<file path="config.mk">
export PLATFORM = sky130hd
export DESIGN_NAME = rtp_header_deframer_core_flat
export DESIGN_NICKNAME = d
export VERILOG_FILES = /design/src/rhd_pkg.sv /design/src/rhd_if.sv /design/src/rhd_tracker.sv /design/src/rhd_classify.sv /design/src/rtp_header_deframer_core.sv /design/src/flat_wrapper.sv
export VERILOG_INCLUDE_DIRS = /design/src /design/src/src
export SDC_FILE = /design/constraint.sdc
export NUM_CORES = 1
export LEC_CHECK = 0
export CAP_MARGIN = 10
export CELL_PAD_IN_SITES_DETAIL_PLACEMENT = 0
export CELL_PAD_IN_SITES_GLOBAL_PLACEMENT = 1
export CORE_UTILIZATION = 30
export DETAILED_ROUTE_END_ITERATION = 8
export DONT_BUFFER_PORTS = 1
export PLACE_DENSITY_LB_ADDON = 0.2
export SLEW_MARGIN = 20
export SYNTH_ARGS = -nofsm -noshare
export SYNTH_HDL_FRONTEND = slang
export SYNTH_SLANG_ARGS = --single-unit
</file>
<file path="constraint.sdc">
create_clock -name clk_i -period 6.2 [get_ports clk_i]
set_clock_uncertainty 0.2 [all_clocks]
set_input_delay 0.62 -clock clk_i [delete_from_list [all_inputs] [get_ports clk_i]]
set_output_delay 0.62 -clock clk_i [all_outputs]
set_load 0.005 [all_outputs]
</file>
<file path="src/rtp_header_deframer_core_defines.svh">
// Assertion macros for the RTP header deframer.
`ifndef RTP_HEADER_DEFRAMER_CORE_DEFINES_SVH
`define RTP_HEADER_DEFRAMER_CORE_DEFINES_SVH

`ifndef SYNTHESIS
// Implication checked on every rising edge outside reset
`define RHD_ASSERT_IMPL(lbl, ante, cons, msg) \
  lbl: assert property (@(posedge clk_i) disable iff (!rst_ni) (ante) |-> (cons)) \
    else $error(msg);
// Next-cycle implication
`define RHD_ASSERT_NEXT(lbl, ante, cons, msg) \
  lbl: assert property (@(posedge clk_i) disable iff (!rst_ni) (ante) |=> (cons)) \
    else $error(msg);
`else
`define RHD_ASSERT_IMPL(lbl, ante, cons, msg)
`define RHD_ASSERT_NEXT(lbl, ante, cons, msg)
`endif

`endif

</file>
<file path="src/rhd_pkg.sv">
package rhd_pkg;

  // Longest packet accepted before it is flagged malformed
  localparam logic [15:0] MaxPacketBytes = 16'hFFFF;
  // Fixed RTP header length in bytes
  localparam logic [6:0]  HdrBytes       = 7'd12;
  localparam logic [1:0]  RtpVersion     = 2'b10;

  localparam logic [6:0]  FecFirstRst    = 7'd127;
  localparam logic [6:0]  FecSecondRst   = 7'd97;

  // Byte positions of the captured header fields
  localparam logic [15:0] PosFlags       = 16'd0;
  localparam logic [15:0] PosPayloadType = 16'd1;
  localparam logic [15:0] PosSeqHi       = 16'd2;
  localparam logic [15:0] PosSeqLo       = 16'd3;

  typedef enum logic [1:0] {
    StNonRtp = 2'd0,
    StRtpOk  = 2'd1,
    StFec    = 2'd2,
    StBad    = 2'd3
  } pkt_status_e;

  typedef enum logic {
    CfgFecFirst  = 1'b0,
    CfgFecSecond = 1'b1
  } cfg_idx_e;

  // Summary of one finished packet, handed from tracker to classifier
  typedef struct packed {
    logic        overflow;
    logic [16:0] len;
    logic [7:0]  flags;
    logic [6:0]  pt;
    logic [15:0] seq;
    logic [15:0] ext_words;
    logic [7:0]  last_byte;
  } rhd_pkt_t;

endpackage

</file>
<file path="src/rhd_if.sv">
// Packet byte channel
interface rhd_in_if;
  logic       valid;
  logic       ready;
  logic [7:0] data_byte;
  logic       end_of_packet;

  modport source (output valid, output data_byte, output end_of_packet, input ready);
  modport sink   (input valid, input data_byte, input end_of_packet, output ready);
endinterface

// Per-packet result channel
interface rhd_out_if;
  logic                valid;
  logic                ready;
  rhd_pkg::pkt_status_e packet_status;
  logic [15:0]         payload_offset;
  logic [15:0]         payload_length;
  logic [15:0]         sequence_number;

  modport source (output valid, output packet_status, output payload_offset,
                  output payload_length, output sequence_number, input ready);
  modport sink   (input valid, input packet_status, input payload_offset,
                  input payload_length, input sequence_number, output ready);
endinterface

</file>
<file path="src/rhd_tracker.sv">
module rhd_tracker (
  input  logic            clk_i,
  input  logic            rst_ni,
  input  logic            accept_i,
  input  logic [7:0]      data_byte_i,
  input  logic            end_of_packet_i,
  input  logic            pkt_ready_i,
  output logic            pkt_valid_o,
  output rhd_pkg::rhd_pkt_t pkt_o
);

  logic [15:0] pos_q, pos_d;
  logic [7:0]  flags_q, flags_d;
  logic [6:0]  pt_q, pt_d;
  logic [15:0] seq_q, seq_d;
  logic [15:0] ext_q, ext_d;
  logic        ovf_q, ovf_d;
  logic [6:0]  ext_at;
  logic        pkt_valid_q, pkt_valid_d;
  rhd_pkg::rhd_pkt_t pkt_q, pkt_d;

  // Field capture for the byte on the input
  always_comb begin
    ext_at  = rhd_pkg::HdrBytes + {1'b0, flags_q[3:0], 2'b00};
    ovf_d   = ovf_q | (pos_q >= rhd_pkg::MaxPacketBytes);
    flags_d = flags_q;
    pt_d    = pt_q;
    seq_d   = seq_q;
    ext_d   = ext_q;
    case (pos_q)
      rhd_pkg::PosFlags:       flags_d = data_byte_i;
      rhd_pkg::PosPayloadType: pt_d    = data_byte_i[6:0];
      rhd_pkg::PosSeqHi:       seq_d   = {data_byte_i, seq_q[7:0]};
      rhd_pkg::PosSeqLo:       seq_d   = {seq_q[15:8], data_byte_i};
      default: ;
    endcase
    // extension length sits two bytes past the CSRC list
    if (pos_q == {9'd0, ext_at + 7'd2}) begin
      ext_d = {data_byte_i, ext_q[7:0]};
    end else if (pos_q == {9'd0, ext_at + 7'd3}) begin
      ext_d = {ext_q[15:8], data_byte_i};
    end
    pos_d = (pos_q == 16'hFFFF) ? pos_q : pos_q + 16'd1;
  end

  // Packet summary at the final byte
  always_comb begin
    pkt_d.overflow  = ovf_d;
    pkt_d.len       = {1'b0, pos_q} + 17'd1;
    pkt_d.flags     = flags_d;
    pkt_d.pt        = pt_d;
    pkt_d.seq       = seq_d;
    pkt_d.ext_words = ext_d;
    pkt_d.last_byte = data_byte_i;
  end

  assign pkt_valid_d = (accept_i && end_of_packet_i) ? 1'b1 :
                       (pkt_ready_i ? 1'b0 : pkt_valid_q);

  // Running state, cleared after every final byte
  always_ff @(posedge clk_i or negedge rst_ni) begin
    if (!rst_ni) begin
      pos_q       <= '0;
      flags_q     <= '0;
      pt_q        <= '0;
      seq_q       <= '0;
      ext_q       <= '0;
      ovf_q       <= 1'b0;
      pkt_valid_q <= 1'b0;
    end else begin
      pkt_valid_q <= pkt_valid_d;
      if (accept_i) begin
        if (end_of_packet_i) begin
          pos_q   <= '0;
          flags_q <= '0;
          pt_q    <= '0;
          seq_q   <= '0;
          ext_q   <= '0;
          ovf_q   <= 1'b0;
        end else begin
          pos_q   <= pos_d;
          flags_q <= flags_d;
          pt_q    <= pt_d;
          seq_q   <= seq_d;
          ext_q   <= ext_d;
          ovf_q   <= ovf_d;
        end
      end
    end
  end

  // Summary register, payload only
  always_ff @(posedge clk_i) begin
    if (accept_i && end_of_packet_i) begin
      pkt_q <= pkt_d;
    end
  end

  assign pkt_valid_o = pkt_valid_q;
  assign pkt_o       = pkt_q;

endmodule

</file>
<file path="src/rhd_classify.sv">
module rhd_classify (
  input  logic              clk_i,
  input  logic              rst_ni,
  input  logic              pkt_valid_i,
  output logic              pkt_ready_o,
  input  rhd_pkg::rhd_pkt_t pkt_i,
  input  logic [6:0]        fec_type_first_i,
  input  logic [6:0]        fec_type_second_i,
  rhd_out_if.source         res_o
);

  logic [6:0]  base;
  logic        is_rtp;
  logic        is_fec;
  logic        ext_short;
  logic [18:0] start;
  logic [7:0]  pad;
  logic signed [20:0] plen;
  logic        bad_len;

  rhd_pkg::pkt_status_e status_d, status_q;
  logic [15:0] offset_d, offset_q;
  logic [15:0] length_d, length_q;
  logic [15:0] seq_d, seq_q;
  logic        valid_q;
  logic        load;

  // Header arithmetic
  always_comb begin
    base      = rhd_pkg::HdrBytes + {1'b0, pkt_i.flags[3:0], 2'b00};
    is_rtp    = (pkt_i.len >= {10'd0, rhd_pkg::HdrBytes}) &&
                (pkt_i.flags[7:6] == rhd_pkg::RtpVersion);
    is_fec    = (pkt_i.pt == fec_type_first_i) || (pkt_i.pt == fec_type_second_i);
    ext_short = pkt_i.flags[4] && (({10'd0, base} + 17'd4) > pkt_i.len);
    start     = pkt_i.flags[4] ?
                ({12'd0, base} + 19'd4 + {1'b0, pkt_i.ext_words, 2'b00}) :
                {12'd0, base};
    pad       = pkt_i.flags[5] ? pkt_i.last_byte : 8'd0;
    plen      = $signed({4'd0, pkt_i.len}) - $signed({2'd0, start})
                - $signed({13'd0, pad});
    bad_len   = plen[20] || (plen == 21'sd0);
  end

  // Result selection
  always_comb begin
    status_d = rhd_pkg::StNonRtp;
    offset_d = '0;
    length_d = '0;
    seq_d    = '0;
    if (pkt_i.overflow) begin
      status_d = rhd_pkg::StBad;
    end else if (is_rtp) begin
      if (is_fec) begin
        status_d = rhd_pkg::StFec;
      end else if (ext_short || bad_len) begin
        status_d = rhd_pkg::StBad;
      end else begin
        status_d = rhd_pkg::StRtpOk;
        offset_d = start[15:0];
        length_d = plen[15:0];
        seq_d    = pkt_i.seq;
      end
    end else begin
      length_d = pkt_i.len[15:0];
    end
  end

  assign pkt_ready_o = !valid_q || res_o.ready;
  assign load        = pkt_valid_i && pkt_ready_o;

  // Output register
  always_ff @(posedge clk_i or negedge rst_ni) begin
    if (!rst_ni) begin
      valid_q <= 1'b0;
    end else if (pkt_ready_o) begin
      valid_q <= pkt_valid_i;
    end
  end

  always_ff @(posedge clk_i) begin
    if (load) begin
      status_q <= status_d;
      offset_q <= offset_d;
      length_q <= length_d;
      seq_q    <= seq_d;
    end
  end

  assign res_o.valid           = valid_q;
  assign res_o.packet_status   = status_q;
  assign res_o.payload_offset  = offset_q;
  assign res_o.payload_length  = length_q;
  assign res_o.sequence_number = seq_q;

endmodule

</file>
<file path="src/rtp_header_deframer_core.sv">
// RTP header deframer.
// pkt_i carries one packet byte per request, with end_of_packet on the final
// byte. res_o carries one result per packet: status (non-RTP, RTP ok, FEC
// skipped, malformed), payload offset, payload length and sequence number.
// Bytes are taken one per cycle while pkt_i is ready, with no gaps needed between
// packets; only running counters and captured header fields are kept per packet.
// After the final byte is accepted, the result passes the packet summary
// register, then the result register.
// Throughput: one byte per cycle while not stalled, one result per cycle at most.
// When res_o stalls the result register holds and a second finished packet
// waits in the summary register; pkt_i then drops ready only while a
// finished packet cannot move on.
// The FEC payload types are written through cfg_we_i / cfg_idx_i / cfg_wdata_i;
// the user must write them only while the block is idle, which it does not enforce.
// Reset clears the per-packet state, empties both registers and sets the FEC
// types to 127 and 97.
`include "rtp_header_deframer_core_defines.svh"

module rtp_header_deframer_core (
  input  logic      clk_i,
  input  logic      rst_ni,
  rhd_in_if.sink    pkt_i,
  rhd_out_if.source res_o,
  input  logic      cfg_we_i,
  input  logic      cfg_idx_i,
  input  logic [6:0] cfg_wdata_i
);

  logic [6:0] fec_first_q;
  logic [6:0] fec_second_q;
  logic       accept;
  logic       pkt_valid;
  logic       pkt_ready;
  rhd_pkg::rhd_pkt_t pkt_sum;

  // Configuration registers
  always_ff @(posedge clk_i or negedge rst_ni) begin
    if (!rst_ni) begin
      fec_first_q  <= rhd_pkg::FecFirstRst;
      fec_second_q <= rhd_pkg::FecSecondRst;
    end else if (cfg_we_i) begin
      case (rhd_pkg::cfg_idx_e'(cfg_idx_i))
        rhd_pkg::CfgFecFirst:  fec_first_q  <= cfg_wdata_i;
        rhd_pkg::CfgFecSecond: fec_second_q <= cfg_wdata_i;
        default: ;
      endcase
    end
  end

  // Input handshake: stall only while a finished packet cannot advance
  assign pkt_i.ready = !pkt_valid || pkt_ready;
  assign accept      = pkt_i.valid && pkt_i.ready;

  rhd_tracker u_tracker (
    .clk_i           (clk_i),
    .rst_ni          (rst_ni),
    .accept_i        (accept),
    .data_byte_i     (pkt_i.data_byte),
    .end_of_packet_i (pkt_i.end_of_packet),
    .pkt_ready_i     (pkt_ready),
    .pkt_valid_o     (pkt_valid),
    .pkt_o           (pkt_sum)
  );

  rhd_classify u_classify (
    .clk_i             (clk_i),
    .rst_ni            (rst_ni),
    .pkt_valid_i       (pkt_valid),
    .pkt_ready_o       (pkt_ready),
    .pkt_i             (pkt_sum),
    .fec_type_first_i  (fec_first_q),
    .fec_type_second_i (fec_second_q),
    .res_o             (res_o)
  );

  // Checks
  `RHD_ASSERT_IMPL(a_unused_zero, res_o.valid && (res_o.packet_status != rhd_pkg::StRtpOk), (res_o.payload_offset == 16'd0) && (res_o.sequence_number == 16'd0), "offset or sequence set on a non-ok result")
  `RHD_ASSERT_IMPL(a_bad_len_zero, res_o.valid && ((res_o.packet_status == rhd_pkg::StBad) || (res_o.packet_status == rhd_pkg::StFec)), res_o.payload_length == 16'd0, "length set on a skipped or malformed result")
  `RHD_ASSERT_IMPL(a_result_source, $rose(res_o.valid), $past(pkt_valid), "result without a finished packet")
  `RHD_ASSERT_NEXT(a_summary_held, pkt_valid && !pkt_ready, pkt_valid && $stable(pkt_sum), "finished packet lost while stalled")

endmodule

</file>
<file path="src/flat_wrapper.sv">
// flat-port wrapper written by rule: the top's interface ports become plain ports
module rtp_header_deframer_core_flat 
  (clk_i, rst_ni, cfg_we_i, cfg_idx_i, cfg_wdata_i, pkt_i_valid, pkt_i_data_byte, pkt_i_end_of_packet, pkt_i_ready, res_o_valid, res_o_packet_status, res_o_payload_offset, res_o_payload_length, res_o_sequence_number, res_o_ready);
  rhd_in_if pkt_i_i ();
  rhd_out_if res_o_i ();
  input  logic clk_i;
  input  logic rst_ni;
  input  logic cfg_we_i;
  input  logic cfg_idx_i;
  input  logic [6:0] cfg_wdata_i;
  input wire logic [$bits(pkt_i_i.valid)-1:0] pkt_i_valid;
  input wire logic [$bits(pkt_i_i.data_byte)-1:0] pkt_i_data_byte;
  input wire logic [$bits(pkt_i_i.end_of_packet)-1:0] pkt_i_end_of_packet;
  output wire logic [$bits(pkt_i_i.ready)-1:0] pkt_i_ready;
  output wire logic [$bits(res_o_i.valid)-1:0] res_o_valid;
  output wire logic [$bits(res_o_i.packet_status)-1:0] res_o_packet_status;
  output wire logic [$bits(res_o_i.payload_offset)-1:0] res_o_payload_offset;
  output wire logic [$bits(res_o_i.payload_length)-1:0] res_o_payload_length;
  output wire logic [$bits(res_o_i.sequence_number)-1:0] res_o_sequence_number;
  input wire logic [$bits(res_o_i.ready)-1:0] res_o_ready;
  assign pkt_i_i.valid = pkt_i_valid;
  assign pkt_i_i.data_byte = pkt_i_data_byte;
  assign pkt_i_i.end_of_packet = pkt_i_end_of_packet;
  assign pkt_i_ready = pkt_i_i.ready;
  assign res_o_valid = res_o_i.valid;
  assign res_o_packet_status = res_o_i.packet_status;
  assign res_o_payload_offset = res_o_i.payload_offset;
  assign res_o_payload_length = res_o_i.payload_length;
  assign res_o_sequence_number = res_o_i.sequence_number;
  assign res_o_i.ready = res_o_ready;
  rtp_header_deframer_core u_core (.clk_i(clk_i), .rst_ni(rst_ni), .pkt_i(pkt_i_i), .res_o(res_o_i), .cfg_we_i(cfg_we_i), .cfg_idx_i(cfg_idx_i), .cfg_wdata_i(cfg_wdata_i));
endmodule
</file>
==> results of run 1 <==
## layout make-up
class | count | area, um2
Fill cell | 3403 | 22200
Tap cell | 455 | 569
Sequential cell | 201 | 5650
Timing Repair Buffer | 40 | 409
Inverter | 28 | 105
Clock inverter | 9 | 86.3
Multi-Input combinational cell | 636 | 4760
Clock buffer | 35 | 662
## stage by stage
stage | area [um2] | power, W | util | hold slack, ns
6_report | 12200 | 0.00385 | 0.355 | 0.0438
5_1_grt | 12200 | 0.00406 | 0.355 | 0.0109
4_1_cts | 11900 | 0.00384 | 0.346 | 0.0132
3_5_place_dp | 11100 | 0.00246 | 0.321 | 0.127
3_3_place_gp | 11100 | 0.00246 | 0.321 | 0.127
2_1_floorplan | 10500 | 0.00225 | - | 0.124
## what timing repair did
| item | CTS | global route |
|---|---|---|
| pin swaps | 0 | 17 |
| hold endpoints to repair | 88 | 0 |
| hold buffers | 10 | 0 |
| buffers inserted | 0 | 5 |
| endpoints found under the setup margin | 31 | 47 |
| cloned | 0 | 3 |
| resized for setup | 1 | 42 |
## cell families (layout without fill, tap and decap cells)
| family | count (synthesis) | count (layout) | share of synthesized area |
|---|---|---|---|
| other | 1 | 3 | 0.000359 |
| flip-flops | 201 | 201 | 0.540 |
| AND/OR/NAND/NOR | 252 | 252 | 0.117 |
| XOR/XNOR | 71 | 71 | 0.0595 |
| multiplexers | 48 | 48 | 0.0513 |
| adder cells (fa/ha/maj) | 48 | 48 | 0.0589 |
| buffers and inverters | 68 | 112 | 0.0278 |
| AO/OA/AOI/OAI | 214 | 214 | 0.145 |
## routing by layer
metal,share of wire,vias to the layer above,track usage
met5,0,-,0
met2,0.47,154,0.235
met4,0.014,0,0.0385
met1,0.47,3465,0.206
li1,-,3411,-
met3,0.040,23,0.0227
## state kept, by name (all words and copies together), names as in the netlist
| signal | flops |
|---|---|
| u_core.u_tracker.ovf_q | 1 |
| u_core.u_tracker.flags_q | 8 |
| u_core.u_tracker.ext_q | 16 |
| u_core.u_classify.res_o.payload_offset | 14 |
| u_core.u_tracker.seq_q | 16 |
| u_core.fec_second_q | 7 |
| u_core.u_tracker.pt_q | 7 |
| u_core.u_classify.res_o.sequence_number | 16 |
| u_core.u_classify.res_o.packet_status | 2 |
| u_core.u_tracker.pos_q | 16 |
| u_core.u_tracker.pkt_valid_o | 1 |
| u_core.u_classify.res_o.payload_length | 16 |
| u_core.u_classify.res_o.valid | 1 |
| u_core.u_tracker.pkt_o | 73 |
| u_core.fec_first_q | 7 |
## power breakdown
| part | total (W) | internal [W] | switching, W | leakage (nW) |
|---|---|---|---|---|
| combinational | 0.000897 | 0.000396 | 0.000501 | 2.22 |
| clock | 0.00134 | 0.000784 | 0.000560 | 0.363 |
| sequential | 0.00161 | 0.00154 | 0.0000675 | 2.22 |
| total | 0.00385 | 0.00272 | 0.00113 | 4.80 |
## synthesized netlist by cell type (all sizes together) (3+ instances only)
master	instances
nor4	9
o21ai	37
and2	6
mux2	45
nor2	62
buf	10
a22o	68
dfrtp	70
clkbuf	30
xor2	31
o211ai	7
nand2b	9
xnor2	40
o31ai	6
edfxtp	121
nor2b	8
a21oi	50
a21o	9
nand4	12
ha	46
inv	28
o21bai	3
and3	10
a211oi	4
or4	4
a31o	4
mux2i	3
nor3	22
dfstp	10
nand3	15
or2	3
nand3b	8
nand2	75
## worst max-delay path by stage
stage | from | endpoint
after floorplan | u_core.u_tracker.pkt_o[47] | u_core.u_classify.res_o.payload_length[12]
after global placement | u_core.u_tracker.pkt_o[47] | u_core.u_classify.res_o.payload_length[1]
after detailed placement | u_core.u_tracker.pkt_o[47] | u_core.u_classify.res_o.payload_length[12]
after CTS | u_core.u_tracker.pkt_o[47] | u_core.u_classify.res_o.payload_length[12]
after global routing | u_core.u_tracker.pkt_o[48] | u_core.u_classify.res_o.payload_length[13]
final | u_core.u_tracker.pkt_o[47] | u_core.u_classify.res_o.payload_length[2]
==> results.md, run 1 <==
* Hold Path Origin: cfg_wdata_i[2]
* Distinct cell type count after synthesis at 64
* Number of synthesized flops with an enable pin at 121
* # port buffers at 0
* Startpoint class of the critical path: register
* Antenna cell count at 0
* Wire per inst at 19.1 um
* Via count of the first global-routing pass at 6876
* Deepest level of the CTS H-tree at 1
* RD Place Congestion at 0.865
* Relative area change from synthesis to final layout at 17.1%
* Data required time of the worst path at around 6.3 ns
* Final std cells w/o fill at 1404
* Worst-path cell with the longest stage delay: or4_4
* Mean cell area of the mapped netlist at around 12 um2
* Time the final worst path needs with I/O delays and setup at 5.95 ns
* Clk Latency, worst-skew pair at 0.54 ns
* Die footprint at 0.0356 mm2
* Clock tree from TritonCTS: done
* Total via count in the routed design at 7053
* Endpoint of the most critical register-to-register path: u_core.u_classify.res_o.payload_length[2]
* Cell at the root of the clock tree: clkbuf_16
* Hold Crit Depth at 1
* R2R cell count at 25
* Detailed-route vias per instance at around 5
* Estimated wirelength of the detail-placed design at 18100 um
* Fraction of the yosys area taken by sequential cells at 0.540
* Max Transition Viols Final at 0
* Yosys top cell area share at 0.348
* Maximum count of clock buffers along a single path at 3
* FMAX at approximately 0.17 GHz
* Cells after Synth at between 900 and 1000
* Final Hold Vio Count at 0
* CP Depth at 25
* Antenna Violating Nets Remaining at 0
* Largest area contributor in the synthesized netlist: edfxtp_1
* Global-route wire length before repair at between 40000 and 50000 um
* Power density cells at 314 mW/mm2
* Crit path largest cell delay at ~0.44 ns
* Primary flip-flop cell chosen by synthesis mapping: edfxtp_1
* Area of the placeable core at 0.0345 mm2
* Vert. Die Dim at 189 um
* Overall fraction of global-route tracks in use at 0.147
* Horizontal die dimension at 189 um
* Setup CP Type: register to register
* Aggregate negative setup slack at 0 ns
* Fraction of the cycle the final worst path needs at 0.960
* Worst-case setup slack after placement at -0.0394 ns
* Most area-consuming cells after synthesis: edfxtp_1 35%, dfrtp_1 17%, a22o_1 5.7%
* Relative max-transition margin at 0.335
* Count of pins on the block boundary at 74
* Final Routed Wirelength at 26800 um
* Worst-case register-to-register setup slack at 0.25 ns
* RR Startpoint: u_core.u_tracker.pkt_o[47]
* Type of the tightest min-delay check: primary input to register
* Largest net degree at the start of global routing at 81
* Cell row count at slightly below 70
* TritonCTS buffer count at 24
* Dpl cells at 1342
* Leading cell type in the layout, fill and taps excluded: edfxtp_1
* Run status: complete, no violations
* Number of antenna violations at the first check in global routing at 0
* Leakage Power at slightly below 5 nW
* Router iterations before antenna repair at 4
* Slew @ Worst Pin at 0.998 ns
* Terminating pin of the worst hold path: u_core.fec_second_q[2]
* Top library cells by usage in the layout, fill and taps aside: 121 x edfxtp_1, 73 x nand2_1, 70 x dfrtp_1
* Worst vdd ir at 0.000192 V
* Worst-case setup margin in the final layout at about 0.25 ns
* Iter 0 DRT Violations at 400
* Crit path capture type: register
* Number of buffer and inverter instances along the worst setup path at 4
* Max-cap viol count at 0
* Clk pin slew, worst setup/hold paths at 0.06 ns
* TritonCTS sink count at between 200 and 250
* Starting density of the core at 0.303
* Warnings from Yosys at 0
* FFs w/ async S/R, synth at 0.398
* Family with the most delay on the worst path: compound AO/OA/AOI/OAI gates
* Setup-failing EPs final at 0
* Flip-flop and latch count after synthesis at 201
* NumNets Final at 1001
* Post-route DRC at 0
* Maximum net fanout on the critical path at 10
* GRT overflow at 0
* Share of final-layout standard cells stronger than drive strength 1 at 0.175
* Cell area after technology mapping at 0.0105 mm2
* Arrival time worst endpoint at 6.00 ns
No activity file was read; power rests on OpenSTA's default activity.
==> run 2: changes to the inputs <==
--- a/config.mk
+++ b/config.mk
@@ -6,12 +6,12 @@
 export SDC_FILE = /design/constraint.sdc
 export NUM_CORES = 1
 export LEC_CHECK = 0
-export CAP_MARGIN = 10
 export CELL_PAD_IN_SITES_DETAIL_PLACEMENT = 0
 export CELL_PAD_IN_SITES_GLOBAL_PLACEMENT = 1
 export CORE_UTILIZATION = 30
 export DETAILED_ROUTE_END_ITERATION = 8
 export DONT_BUFFER_PORTS = 1
+export HOLD_SLACK_MARGIN = 0.1
 export PLACE_DENSITY_LB_ADDON = 0.2
 export SLEW_MARGIN = 20
 export SYNTH_ARGS = -nofsm -noshare
==> run 2 against run 1 <==
Cell count up 0.71%. Sequential share of layout area down 0.37 points. Fmax barely moved. Combinational power increased by 0.7%. Design area grew 0.82%. Global-route usage hardly changed. Power rose by 0.26%. Hold slack better by 0.083 ns. First-iteration DRC count fell by 1.8%. Highest routed layer unchanged. Sequential cell count unchanged. Die area did not move. Via count rose by 0.51%.
==> results.md, run 2 (same netlist as run 1, synthesis figures left out) <==
* Largest net degree at the start of global routing at 81 (unchanged)
* Deepest level of the CTS H-tree at 1 (unchanged)
* Top library cells by usage in the layout, fill and taps aside: 121 x edfxtp_1, 73 x nand2_1, 70 x dfrtp_1 (unchanged)
* Leakage Power at 4.84 nW (was 4.80 nW)
* Cell row count at 68 (unchanged)
* Share of final-layout standard cells stronger than drive strength 1 at 0.173 (was 0.175)
* Vert. Die Dim at 189 um (unchanged)
* Final Hold Vio Count at 0 (unchanged)
* Worst vdd ir at 0.000194 V (was 0.000192 V)
* RD Place Congestion at 0.865 (unchanged)
* Final Routed Wirelength at 26900 um (was 26800 um)
* Max Transition Viols Final at 0 (unchanged)
* Relative area change from synthesis to final layout at 18.1% (was 17.1%)
* Post-route DRC at 0 (unchanged)
* Worst-path cell with the longest stage delay: or4_4 (unchanged)
* Power density cells at 313 mW/mm2 (was 314 mW/mm2)
* Global-route wire length before repair at 40900 um (was 40800 um)
* Clk Latency, worst-skew pair at 0.54 ns (about the same)
* Clk pin slew, worst setup/hold paths at 0.06 ns (about the same)
* Startpoint class of the critical path: register (unchanged)
* Antenna Violating Nets Remaining at 0 (unchanged)
* Maximum count of clock buffers along a single path at 3 (unchanged)
* Highest signal layer in the routed design: met4 (unchanged)
* Via count of the first global-routing pass at 6927 (was 6876)
* TritonCTS sink count at 201 (unchanged)
* GRT overflow at 0 (unchanged)
* Die footprint at 0.0356 mm2 (unchanged)
* Iter 0 DRT Violations at 393 (was 400)
* Data required time of the worst path at 6.25 ns (about the same)
* DRT met1 WL at 12900 um (was 12700 um)
* Arrival time worst endpoint at 6.00 ns (about the same)
* Share of the core filled with cells at 0.358 (was 0.355)
* Setup CP Type: register to register (unchanged)
* Aggregate negative setup slack at 0 ns (unchanged)
* Clock tree from TritonCTS: done (unchanged)
* Crit path largest cell delay at 0.44 ns (about the same)
* Count of pins on the block boundary at 74 (unchanged)
* Total via count in the routed design at 7089 (was 7053)
* FMAX at 0.168 GHz (about the same)
* Router iterations before antenna repair at 5 (was 4)
* Number of antenna violations at the first check in global routing at 0 (unchanged)
* Slew @ Worst Pin at 0.998 ns (about the same)
* Crit path capture type: register (unchanged)
* Setup-failing EPs final at 0 (unchanged)
* Cell at the root of the clock tree: clkbuf_16 (unchanged)
* Sum of met3 wire segment lengths after detailed routing at 887 um (was 1090 um)
* Starting density of the core at 0.303 (unchanged)
* Type of the tightest min-delay check: primary input to register (unchanged)
* TritonCTS buffer count at 24 (unchanged)
* Horizontal die dimension at 189 um (unchanged)
* Maximum net fanout on the critical path at 10 (unchanged)
* Detailed-route vias per instance at 5.01 (was 5.02)
* Fraction of the cycle the final worst path needs at 0.959 (was 0.960)
* Time the final worst path needs with I/O delays and setup at 5.95 ns (about the same)
* Number of flip-flops under the largest register name at 73 (unchanged)
* Max-cap viol count at 0 (unchanged)
* Antenna cell count at 0 (unchanged)
* # port buffers at 0 (unchanged)
* Wire per inst at 19.0 um (was 19.1 um)
* Estimated wirelength of the detail-placed design at 18100 um (unchanged)
* Relative max-transition margin at 0.335 (about the same)
* Leading cell type in the layout, fill and taps excluded: edfxtp_1 (unchanged)
* NumNets Final at 1011 (was 1001)
* Area of the placeable core at 0.0345 mm2 (unchanged)
* Overall fraction of global-route tracks in use at 0.147 (about the same)
* Run status: complete, no violations (unchanged)
* Total met2 wirelength after detailed routing at 12700 um (about the same)
run 2: worst max-delay path, delay by kind of cell (launching register included):
family / cells / cell delay, ns
adder cells (fa/ha/maj): 4 / 1.12
AND/OR/NAND/NOR: 8 / 1.56
buffers and inverters: 4 / 0.50
AO/OA/AOI/OAI: 7 / 1.60
XOR/XNOR: 2 / 0.32
flip-flops: 1 / 0.38
run 2: path summary, 6_finish.rpt:
kind	end	slack (ns)	start	cells after the start
worst max-delay path	u_core.u_classify.res_o.payload_length[2]	0.25	u_core.u_tracker.pkt_o[47]	25
min in group asynchronous	u_core.u_tracker.seq_q[6]	0.42	rst_ni	2
worst min register to register	u_core.u_classify.res_o.valid	0.30	u_core.u_tracker.pkt_valid_o	1
worst max register to register	u_core.u_classify.res_o.payload_length[2]	0.25	u_core.u_tracker.pkt_o[47]	25
worst min-delay path	u_core.u_tracker.pkt_o[23]	0.13	pkt_i_data_byte[7]	1
max in group asynchronous	u_core.fec_first_q[4]	4.97	rst_ni	2
run 2: layout make-up:
cell class | instances | area [um2]
well taps | 455 | 569
clock buffers | 35 | 662
flip-flops and latches | 201 | 5650
fillers | 3397 | 22100
inverters | 28 | 105
clock inverters | 9 | 86.3
repair buffers | 50 | 509
multi-input cells | 636 | 4760
run 2: what timing repair did:
item | CTS | global route
gates resized for setup | 1 | 42
setup buffers | 0 | 5
hold buffers | 20 | 0
endpoints found under the setup margin | 31 | 47
cloned | 0 | 3
pin swaps | 0 | 17
hold endpoints to repair | 105 | 0
run 2: metal layers:
| layer | global-route usage | vias up |
|---|---|---|
| li1 | - | 3434 |
| met5 | 0 | - |
| met3 | 0.0218 | 23 |
| met4 | 0.0385 | 0 |
| met1 | 0.207 | 3495 |
| met2 | 0.236 | 137 |
run 2: through the flow:
| step | setup slack [ns] | instances | instance area [um2] | total power, W | hold WS, ns |
|---|---|---|---|---|---|
| floorplan | 0.441 | 905 | 10500 | 0.00225 | 0.124 |
| global placement | 0.0911 | 1342 | 11100 | 0.00246 | 0.127 |
| global route | -0.0491 | 1414 | 12300 | 0.00407 | 0.106 |
| CTS | 0.0240 | 1406 | 12000 | 0.00385 | 0.101 |
| detailed placement | -0.0394 | 1342 | 11100 | 0.00246 | 0.127 |
| finish | 0.252 | 1414 | 12300 | 0.00386 | 0.127 |
run 2: power by group:
| part | switching, W | internal (W) |
|---|---|---|
| Combinational | 0.000503 | 0.000400 |
| Sequential | 0.0000677 | 0.00154 |
| Clock | 0.000563 | 0.000784 |
| Total | 0.00113 | 0.00273 |
==> run 3: changes to the inputs <==
--- a/config.mk
+++ b/config.mk
@@ -8,11 +8,13 @@
 export LEC_CHECK = 0
 export CELL_PAD_IN_SITES_DETAIL_PLACEMENT = 0
 export CELL_PAD_IN_SITES_GLOBAL_PLACEMENT = 1
-export CORE_UTILIZATION = 30
+export CORE_UTILIZATION = 44
 export DETAILED_ROUTE_END_ITERATION = 8
 export DONT_BUFFER_PORTS = 1
+export GPL_TIMING_DRIVEN = 0
 export HOLD_SLACK_MARGIN = 0.1
 export PLACE_DENSITY_LB_ADDON = 0.2
+export SETUP_SLACK_MARGIN = 0.1
 export SLEW_MARGIN = 20
 export SYNTH_ARGS = -nofsm -noshare
 export SYNTH_HDL_FRONTEND = slang
==> run 3 against run 2 <==
Utilization grew 17 points. Power is 0.86% higher. Count of clock-buffer cells in the layout is 8 lower. Non-clock buffer count grew 29. Fmax down 0.27%. Register-to-register slack lost 0.02 ns. Critical path depth fell by 1. Worst setup slack got worse by 0.016 ns. Sequential share of layout area increased by 0.084 points. Hold slack worse by 0.011 ns. First-iteration DRC count up 15%. Combinational power up 2%. Largest power group unchanged.
==> results.md, run 3 (same netlist as run 1, synthesis figures left out) <==
* FMAX at 0.168 GHz (about the same)
* Leakage Power at 4.87 nW (was 4.84 nW)
* Cell at the root of the clock tree: clkbuf_16 (unchanged)
* Deepest level of the CTS H-tree at 1 (unchanged)
* Family with the most delay on the worst path: compound AO/OA/AOI/OAI gates (unchanged)
* Iter 0 DRT Violations at 453 (was 393)
* Terminating pin of the worst hold path: u_core.u_tracker.ovf_q (was u_core.u_tracker.pkt_o[23])
* Crit path largest cell delay at 0.50 ns (was 0.44 ns)
* Max Transition Viols Final at 0 (unchanged)
* Setup CP Type: register to register (unchanged)
* Aggregate negative setup slack at 0 ns (unchanged)
* Worst vdd ir at 0.000194 V (about the same)
* Data required time of the worst path at 6.25 ns (about the same)
* Final hold slack at 0.116 ns (was 0.127 ns)
* Unrepaired setup endpoints after global routing: no
* Slew @ Worst Pin at 0.743 ns (was 0.998 ns)
* TritonCTS sink count at 201 (unchanged)
* Overall fraction of global-route tracks in use at 0.212 (was 0.147)
* Area of the placeable core at 0.0234 mm2 (was 0.0345 mm2)
* NumNets Final at 1039 (was 1011)
* Clk Latency, worst-skew pair at 0.52 ns (was 0.54 ns)
* Antenna cell count at 0 (unchanged)
* Hold Crit Depth at 2 (was 1)
* Cell row count at 56 (was 68)
* Fraction of the cycle the final worst path needs at 0.962 (was 0.959)
* GRT overflow at 0 (unchanged)
* Estimated wirelength of the detail-placed design at 17800 um (was 18100 um)
* Crit path capture type: register (unchanged)
* Run status: complete, no violations (unchanged)
* Timing startpoint of the critical path: u_core.u_tracker.pkt_o[48] (was u_core.u_tracker.pkt_o[47])
* Vert. Die Dim at 156 um (was 189 um)
* Global-route wire length before repair at 39500 um (was 40900 um)
* Wire per inst at 19.5 um (was 19.0 um)
* Share of final-layout standard cells stronger than drive strength 1 at 0.181 (was 0.173)
* Router iterations before antenna repair at 5 (unchanged)
* Number of antenna violations at the first check in global routing at 0 (unchanged)
* Maximum net fanout on the critical path at 10 (unchanged)
* Share of the core filled with cells at 0.527 (was 0.358)
* Die footprint at 0.0244 mm2 (was 0.0356 mm2)
* Total via count in the routed design at 7178 (was 7089)
* Cell chain of the critical path: inv_2, ha_4, xor2_4, inv_1, ha_4, ha_1, a211oi_2, o21bai_1, a21oi_2, nor2_4, xor2_1, nand2_1, ha_1, and3_1, a31o_2, or4_1, a22oi_1, nand2_1, xnor2_1, nand4_1, o31ai_2, buf_6, buf_8, a21oi_1
* Final Routed Wirelength at 25400 um (was 26900 um)
* Starting density of the core at 0.447 (was 0.303)
* Count of pins on the block boundary at 74 (unchanged)
* Leading cell type in the layout, fill and taps excluded: edfxtp_1 (unchanged)
* # port buffers at 0 (unchanged)
* Final Hold Vio Count at 0 (unchanged)
* Setup-failing EPs final at 0 (unchanged)
* Maximum count of clock buffers along a single path at 3 (unchanged)
* Clock tree from TritonCTS: done (unchanged)
* Horizontal die dimension at 156 um (was 189 um)
* Worst-case setup slack after placement at -0.440 ns (was -0.0394 ns)
* Endpoint of the most critical register-to-register path: u_core.u_classify.res_o.payload_length[12] (was u_core.u_classify.res_o.payload_length[2])
* Type of the tightest min-delay check: primary input to register (unchanged)
* Startpoint class of the critical path: register (unchanged)
* Number of buffer and inverter instances along the worst setup path at 4 (unchanged)
* RD Place Congestion at 0.898 (was 0.865)
* Post-route DRC at 0 (unchanged)
* Relative max-transition margin at 0.500 (was 0.335)
* Arrival time worst endpoint at 6.01 ns (was 6.00 ns)
* Max-cap viol count at 0 (unchanged)
* Power density cells at 316 mW/mm2 (was 313 mW/mm2)
* Number of flip-flops under the largest register name at 73 (unchanged)
* Relative area change from synthesis to final layout at 17.9% (was 18.1%)
* Time the final worst path needs with I/O delays and setup at 5.96 ns (was 5.95 ns)
* Worst-case register-to-register setup slack at 0.24 ns (was 0.25 ns)
* Clk pin slew, worst setup/hold paths at 0.07 ns (was 0.06 ns)
* TritonCTS buffer count at 23 (was 24)
* Top library cells by usage in the layout, fill and taps aside: 121 x edfxtp_1, 72 x nand2_1, 70 x dfrtp_1 (was 121 x edfxtp_1, 73 x nand2_1, 70 x dfrtp_1)
* RR Startpoint: u_core.u_tracker.pkt_o[48] (was u_core.u_tracker.pkt_o[47])
* Largest net degree at the start of global routing at 81 (unchanged)
* Detailed-route vias per instance at 5.50 (was 5.01)
* Worst-case setup margin in the final layout at 0.236 ns (was 0.252 ns)
* R2R cell count at 24 (was 25)
* Antenna Violating Nets Remaining at 0 (unchanged)
* Worst-path cell with the longest stage delay: or4_1 (was or4_4)
* Hold Path Origin: pkt_i_end_of_packet (was pkt_i_data_byte[7])
* Via count of the first global-routing pass at 6955 (was 6927)
[run 3: cell types whose count changed in the layout (fill, tap and decap cells not counted), sizes merged]
cell,previous run,this run
clkbuf,37,55
inv,28,31
clkinvlp,1,4
clkinv,7,6
dlygate4sd3,19,17
bufinv,1,2
buf,29,34
[run 3: report_power, final]
group | total, W | switching [W] | internal [W]
Combinational | 0.000920 | 0.000508 | 0.000412
Clock | 0.00137 | 0.000569 | 0.000800
Sequential | 0.00160 | 0.0000641 | 0.00154
[run 3: final cells by class]
cell class | instances | area (um2)
sequential | 201 | 5650
buffer | 40 | 198
clock inverter | 15 | 158
tap | 319 | 399
clock buffer | 27 | 611
inverter | 28 | 108
timing repair buffer | 39 | 380
multi-input combinational | 636 | 4820
fill | 2133 | 11100
[run 3: through the flow]
| stage | cells | area (um2) | power [W] |
|---|---|---|---|
| after floorplan | 905 | 10500 | 0.00225 |
| after global placement | 1224 | 10900 | 0.00242 |
| after detailed placement | 1226 | 10900 | 0.00243 |
| after CTS | 1292 | 12100 | 0.00386 |
| after global routing | 1305 | 12300 | 0.00408 |
| final | 1305 | 12300 | 0.00389 |
[run 3: metal layers]
layer	GRT usage	wire length, um	up-vias	share of wire
met5	0	0	-	0
met2	0.348	12300	151	0.48
met4	0.0401	267	0	0.011
met3	0.0333	1010	20	0.040
met1	0.296	11900	3520	0.47
li1	-	-	3487	-
[run 3: how the worst max path moves through the flow]
stage / endpoint / slack [ns] / cells past startpoint
finish: u_core.u_classify.res_o.payload_length[12] / 0.24 / 24
global route: u_core.u_classify.res_o.payload_length[14] / 0.009 / 24
CTS: u_core.u_classify.res_o.payload_length[12] / 0.13 / 26
detailed placement: u_core.u_classify.res_o.payload_length[12] / -0.44 / 26
global placement: u_core.u_classify.res_o.payload_length[12] / -0.45 / 23
floorplan: u_core.u_classify.res_o.payload_length[12] / 0.44 / 26
[run 3: repair_timing]
action                                 4_1_cts  5_1_grt
endpoints found under the hold margin      103        0
resized for setup                           26       32
setup endpoints to repair                   47       47
setup buffers                                6       13
pin swaps                                    7       17
hold buffers                                18        0
